$ cat src/sv/rfc_pkg.sv
`timescale 1ns / 1ps
// ----------------------------------------------------------------------------
// rfc_pkg
// Shared types, constants and the byte-wide CRC-16 update for the frame checker.
// ----------------------------------------------------------------------------
package rfc_pkg;

	localparam int          MAX_FRAME_DEF = 255;

	localparam logic [7:0]  MAGIC_BYTE    = 8'hA5;
	localparam logic [15:0] CRC_POLY      = 16'h1021;
	localparam logic [15:0] CRC_SEED      = 16'hFFFF;
	localparam logic [8:0]  COUNT_TOP     = 9'd511;
	localparam logic [8:0]  MIN_FRAME     = 9'd11;
	localparam logic [9:0]  HDR_PLUS_CRC  = 10'd11;

	localparam int          FLAG_ENC_BIT  = 0;
	localparam int          FLAG_SOS_BIT  = 1;
	localparam int          FLAG_POS_BIT  = 2;

	typedef enum logic [2:0] {
		ST_OK           = 3'd0,
		ST_SHORT        = 3'd1,
		ST_BAD_MAGIC    = 3'd2,
		ST_BAD_CRC      = 3'd3,
		ST_LEN_MISMATCH = 3'd4,
		ST_OWN_FRAME    = 3'd5
	} status_t;

	typedef struct packed {
		logic [7:0] data;
		logic       last;
	} rx_item_t;

	typedef struct packed {
		status_t     status;
		logic [7:0]  flags;
		logic [7:0]  msg_type;
		logic [7:0]  seq;
		logic [31:0] source;
		logic [7:0]  payload_len;
	} frame_res_t;

	// msb-first crc-16, one byte, eight shift steps
	function automatic logic [15:0] crc_feed(input logic [15:0] crc, input logic [7:0] b);
		logic [15:0] c;
		c = crc ^ {b, 8'h00};
		for (int k = 0; k < 8; k++) begin
			if (c[15]) begin
				c = {c[14:0], 1'b0} ^ CRC_POLY;
			end else begin
				c = {c[14:0], 1'b0};
			end
		end
		return c;
	endfunction

endpackage

$ cat src/sv/rfc_core.sv
`timescale 1ns / 1ps
// ----------------------------------------------------------------------------
// rfc_core
// Per-frame tracking (crc, trailer delay, count, header capture) and the
// registered result produced on the last byte.
// ----------------------------------------------------------------------------
module rfc_core
	import rfc_pkg::*;
#(
	parameter int MAX_FRAME = MAX_FRAME_DEF
) (
	input  logic        clk,
	input  logic        arst_n,
	input  logic        valid_s1,
	input  rx_item_t    item_s1,
	input  logic [31:0] own_id,
	output logic        take,
	output logic        res_valid_q,
	input  logic        res_ready,
	output frame_res_t  res_q
);

	localparam logic [8:0] MaxFrameC = 9'(MAX_FRAME);

	logic [15:0] crc_q;
	logic [7:0]  held0_q;
	logic [7:0]  held1_q;
	logic [8:0]  count_q;
	logic        magic_q;
	logic [7:0]  flags_q;
	logic [7:0]  type_q;
	logic [7:0]  seq_q;
	logic [31:0] source_q;
	logic [7:0]  payload_len_q;

	logic [15:0] crc_nx;
	logic        magic_nx;
	logic [7:0]  flags_nx;
	logic [7:0]  type_nx;
	logic [7:0]  seq_nx;
	logic [31:0] source_nx;
	logic [7:0]  payload_len_nx;
	logic [8:0]  count_nx;
	logic [15:0] got_crc;
	logic [9:0]  expect_len;
	status_t     status_nx;

	// a non-last byte never waits on the result side
	assign take = valid_s1 && (!item_s1.last || !res_valid_q || res_ready);

	always_comb begin
		crc_nx         = (count_q[8:1] != 8'd0) ? crc_feed(crc_q, held0_q) : crc_q;
		magic_nx       = magic_q;
		flags_nx       = flags_q;
		type_nx        = type_q;
		seq_nx         = seq_q;
		source_nx      = source_q;
		payload_len_nx = payload_len_q;
		if (count_q == 9'd0) begin
			magic_nx = (item_s1.data == MAGIC_BYTE);
		end
		if (count_q == 9'd1) begin
			flags_nx = item_s1.data;
		end
		if (count_q == 9'd2) begin
			type_nx = item_s1.data;
		end
		if (count_q == 9'd3) begin
			seq_nx = item_s1.data;
		end
		// offsets 4..7, little endian
		if (count_q[8:2] == 7'd1) begin
			source_nx[{count_q[1:0], 3'b000} +: 8] =
				source_q[{count_q[1:0], 3'b000} +: 8] | item_s1.data;
		end
		if (count_q == 9'd8) begin
			payload_len_nx = item_s1.data;
		end
		count_nx   = (count_q != COUNT_TOP) ? count_q + 9'd1 : count_q;
		got_crc    = {item_s1.data, held1_q};
		expect_len = HDR_PLUS_CRC + {2'b00, payload_len_nx};

		if (count_nx < MIN_FRAME) begin
			status_nx = ST_SHORT;
		end else if (!magic_nx) begin
			status_nx = ST_BAD_MAGIC;
		end else if (crc_nx != got_crc) begin
			status_nx = ST_BAD_CRC;
		end else if (count_nx > MaxFrameC || {1'b0, count_nx} != expect_len) begin
			status_nx = ST_LEN_MISMATCH;
		end else if (source_nx == own_id) begin
			status_nx = ST_OWN_FRAME;
		end else begin
			status_nx = ST_OK;
		end
	end

	always_ff @(posedge clk or negedge arst_n) begin
		if (!arst_n) begin
			crc_q         <= CRC_SEED;
			held0_q       <= 8'd0;
			held1_q       <= 8'd0;
			count_q       <= 9'd0;
			magic_q       <= 1'b0;
			flags_q       <= 8'd0;
			type_q        <= 8'd0;
			seq_q         <= 8'd0;
			source_q      <= 32'd0;
			payload_len_q <= 8'd0;
		end else if (take) begin
			if (item_s1.last) begin
				crc_q         <= CRC_SEED;
				held0_q       <= 8'd0;
				held1_q       <= 8'd0;
				count_q       <= 9'd0;
				magic_q       <= 1'b0;
				flags_q       <= 8'd0;
				type_q        <= 8'd0;
				seq_q         <= 8'd0;
				source_q      <= 32'd0;
				payload_len_q <= 8'd0;
			end else begin
				crc_q         <= crc_nx;
				held0_q       <= held1_q;
				held1_q       <= item_s1.data;
				count_q       <= count_nx;
				magic_q       <= magic_nx;
				flags_q       <= flags_nx;
				type_q        <= type_nx;
				seq_q         <= seq_nx;
				source_q      <= source_nx;
				payload_len_q <= payload_len_nx;
			end
		end
	end

	always_ff @(posedge clk or negedge arst_n) begin
		if (!arst_n) begin
			res_valid_q <= 1'b0;
		end else if (take && item_s1.last) begin
			res_valid_q <= 1'b1;
		end else if (res_ready) begin
			res_valid_q <= 1'b0;
		end
	end

	always_ff @(posedge clk) begin
		if (take && item_s1.last) begin
			res_q.status      <= status_nx;
			res_q.flags       <= flags_nx;
			res_q.msg_type    <= type_nx;
			res_q.seq         <= seq_nx;
			res_q.source      <= source_nx;
			res_q.payload_len <= payload_len_nx;
		end
	end

	a_last_clears: assert property (@(posedge clk) disable iff (!arst_n)
		take && item_s1.last |=> count_q == 9'd0 && crc_q == CRC_SEED)
		else $error("frame state not cleared after last byte");

	a_count_step: assert property (@(posedge clk) disable iff (!arst_n)
		take && !item_s1.last && count_q != COUNT_TOP |=> count_q == $past(count_q) + 9'd1)
		else $error("byte count did not advance");

	a_last_gives_result: assert property (@(posedge clk) disable iff (!arst_n)
		take && item_s1.last |=> res_valid_q)
		else $error("last byte produced no result");

	a_no_overwrite: assert property (@(posedge clk) disable iff (!arst_n)
		res_valid_q && !res_ready |-> !(take && item_s1.last))
		else $error("pending result overwritten");

endmodule

$ cat config.mk
export PLATFORM = sky130hd
export DESIGN_NAME = rfc_core
export DESIGN_NICKNAME = d
export VERILOG_FILES = /design/src/sv/rfc_pkg.sv /design/src/sv/rfc_core.sv
export SDC_FILE = /design/constraint.sdc
export NUM_CORES = 1
export LEC_CHECK = 0
export BUFFER_PORTS_ARGS = -buffer_cell sky130_fd_sc_hd__buf_2
export CAP_MARGIN = 20
export CORE_ASPECT_RATIO = 1.5
export CORE_MARGIN = 5
export CORE_UTILIZATION = 45
export CTS_CLUSTER_DIAMETER = 200
export DETAILED_ROUTE_END_ITERATION = 12
export SYNTH_ARGS = -nofsm -noshare
export SYNTH_HDL_FRONTEND = slang
export SYNTH_SLANG_ARGS = --single-unit
$ cat constraint.sdc
create_clock -name clk -period 9.1 [get_ports clk]
set_clock_uncertainty 0.05 [all_clocks]
set_input_delay 1.82 -clock clk [delete_from_list [all_inputs] [get_ports clk]]
set_output_delay 1.82 -clock clk [all_outputs]
set_load 0.01 [all_outputs]
==> impl_metrics.env <==
export IMPL_synth_area_um2=9620
export IMPL_drc=0
export IMPL_clock_path_buffers=2
export IMPL_syn_to_final_growth_pct=13.6
export IMPL_cts_tree="yes"
export IMPL_worst_slew_pin_slew_ns=1.11
export IMPL_postCtsHoldBufs=0
export IMPL_grt_usage=0.238
export IMPL_rows=65
export IMPL_end_kind="output port"
export IMPL_multi_input_area_um2=4500
export IMPL_place_congestion=0.976
export IMPL_drive_above_1_share=0.205
export IMPL_ir_drop_mv=0.138
export IMPL_start_util=0.457
export IMPL_slew_headroom=0.255
export IMPL_drtIter0Drc=555
export IMPL_cp_data_arrival_time_ns=3.44
export IMPL_finish_utilization=0.519
export IMPL_coreArea_um2=21100
export IMPL_fillers=1946
export IMPL_fin_crit_ns=5.31
export IMPL_dr_wl_met2_mm=14.4
export IMPL_p_leak_nw=4.65
export IMPL_finalHoldViolations=0
export IMPL_synthArstFlopShare=0.615
export IMPL_viasPerCell=5.92
export IMPL_finalCritPeriodShare=0.584
export IMPL_maxSlewViolCount=0
export IMPL_finalWorstSetupSlack_ns=3.79
export IMPL_finalSetupTns_ns=0
export IMPL_die_width_um=129
export IMPL_synthCells=948
export IMPL_dieArea_um2=24500
export IMPL_clkTransAtPathRegs_ns=0.07
export IMPL_ys_seq_elements=174
export IMPL_crit_fanout=19
export IMPL_fin_area_um2=10900
export IMPL_synth_top_area_cell="dfrtp_1"
export IMPL_antenna_found_initial=0
export IMPL_rsz0062_at_grt="no"
export IMPL_max_freq_mhz=188
export IMPL_syn_nets=999
export IMPL_max_cap_violations=0
export IMPL_wl_met1_mm=11.2
export IMPL_postSynthAreaPerCell_um2=10.1
export IMPL_cts_repair_resized=0
export IMPL_final_nets=1082
export IMPL_die_y_um=189
export IMPL_routed_top_layer="met4"
export IMPL_worstPathRequired_ns=7.23
export IMPL_worstSetupStartpointType="input port"
export IMPL_cts_sinks=174
export IMPL_power_density_nw_per_um2=212
export IMPL_yosys_area_top_type_share=0.237
export IMPL_num_antenna_cells=0
export IMPL_grt_pass1_wl_mm=44.7
export IMPL_cts_root_buffer="clkbuf_16"
export IMPL_wl_met3_mm=1.30
export IMPL_grt_max_degree=67
export IMPL_finalPower_w=0.00231
export IMPL_path_class="input port to output port"
export IMPL_hold_class="register to register"
export IMPL_seq_area_um2=4710
export IMPL_synth_edf_count=67
export IMPL_seq_area_frac_synth=0.490
export IMPL_pre_cts_slack_ns=3.78
export IMPL_ant_nets=0
export IMPL_overflow=0
export IMPL_yosys_warnings=0
export IMPL_synth_cell_type_count=82
export IMPL_dpl_hpwl_mm=20.0
export IMPL_worstSkewPairLatency_ns=0.44
export IMPL_io_pin_count=114
export IMPL_final_setup_viol_count=0
export IMPL_synth_main_ff_cell="dfrtp_1"
export IMPL_post_cts_buffers=0
export IMPL_wl_per_cell_um=21.6
export IMPL_place_area_um2=10300
export IMPL_yosysMostFrequentCell="nand2_1"
export IMPL_grt_pass1_vias=7953
export IMPL_vias=7765
export IMPL_cts_max_level=4
export IMPL_drt_pass1_iterations=5
export IMPL_synth_area_leaders="dfrtp_1 (24%), edfxtp_1 (21%), o21ai_0 (4.4%)"
export IMPL_cts_buffers=17
export IMPL_place_port_buffers=113
export IMPL_wl_mm=28.3
export IMPL_status="complete, no violations"
export IMPL_synthTopCellsByCount="nand2_1 (107), dfrtp_1 (91), o21ai_0 (85)"
==> metal layers <==
metal,up-vias,GRT usage
met5,-,0
met4,0,0.129
met3,81,0.0342
met2,244,0.404
met1,3803,0.287
li1,3637,-
==> critical path: stages <==
cell      delay, ns
buf_2          0.26
nand2_1        0.10
nand2_2        0.30
clkinv_1       0.60
buf_2          0.35
==> metrics by stage <==
stage / instances / hold WS (ns)
finish: 1312 / 0.443
global route: 1312 / 0.452
CTS: 1312 / 0.447
detailed placement: 1280 / 0.429
global placement: 1280 / 0.419
floorplan: 948 / 0.400
==> path summary, 6_finish.rpt <==
check | startpoint | end | slack (ns) | cells after the start
setup reg to reg | count_q[6]$_DFFE_PN0P_ | res_q[66]$_SDFFCE_PP0P_ | 4.20 | 11
hold / removal | held0_q[5]$_DFFE_PN0P_ | held0_q[5]$_DFFE_PN0P_ | 0.44 | 2
min in group asynchronous | arst_n | held1_q[0]$_DFFE_PN0P_ | 1.35 | 1
setup / recovery | item_s1[0] | take | 3.79 | 5
hold reg to reg | held0_q[5]$_DFFE_PN0P_ | held0_q[5]$_DFFE_PN0P_ | 0.44 | 2
max in group asynchronous | arst_n | seq_q[4]$_DFFE_PN0P_ | 6.38 | 2
==> placed cells by master (no fill, tap or decap), drive strengths merged, types with 9 or more instances in the layout <==
master,instances
inv,50
dfstp,16
a21oi,31
mux2i,16
dfrtp,91
edfxtp,67
nand3,25
nor3,18
nor2b,9
clkbuf,17
nor2,44
nand4,12
o21ai,87
nor4,9
o31ai,13
a22o,41
and3,10
a211oi,9
mux2,28
buf,120
o22ai,10
xor2,37
xnor2,43
nand2,107
==> power by group <==
part / internal (W) / leakage (nW) / total, W / switching [W]
Sequential: 0.000909 / 2.06 / 0.000968 / 0.0000589
Clock: 0.000386 / 0.273 / 0.000724 / 0.000338
Combinational: 0.000251 / 2.32 / 0.000620 / 0.000369
Total: 0.00155 / 4.65 / 0.00231 / 0.000766
==> state kept, by name (all words and copies together), names as in the netlist <==
signal and cells:
crc_q 16, res_q 67, count_q 9, payload_len_q 8
res_valid_q 1, magic_q 1, seq_q 8, held0_q 8
held1_q 8, source_q 32, flags_q 8, type_q 8
==> final cells by class <==
cell class,instances,area share
clock buffers,17,0.0390
clock inverters,15,0.0143
inverters,47,0.0162
multi-input cells,671,0.412
flip-flops and latches,174,0.431
well taps,268,0.0307
repair buffers,120,0.0568
==> cells by family (layout without fill, tap and decap cells) <==
kind of cell / count (synthesis) / after routing / share of synthesized area
muxes: 45 / 45 / 0.0518
AOI/OAI and AO/OA: 259 / 259 / 0.184
xor gates and xnor gates: 80 / 80 / 0.0752
buffers and inverters: 103 / 199 / 0.0444
DFF: 174 / 174 / 0.490
and+or+nand+nor: 281 / 281 / 0.147
adders and majority gates: 6 / 6 / 0.00781
Power figures use the tool's default switching activity.
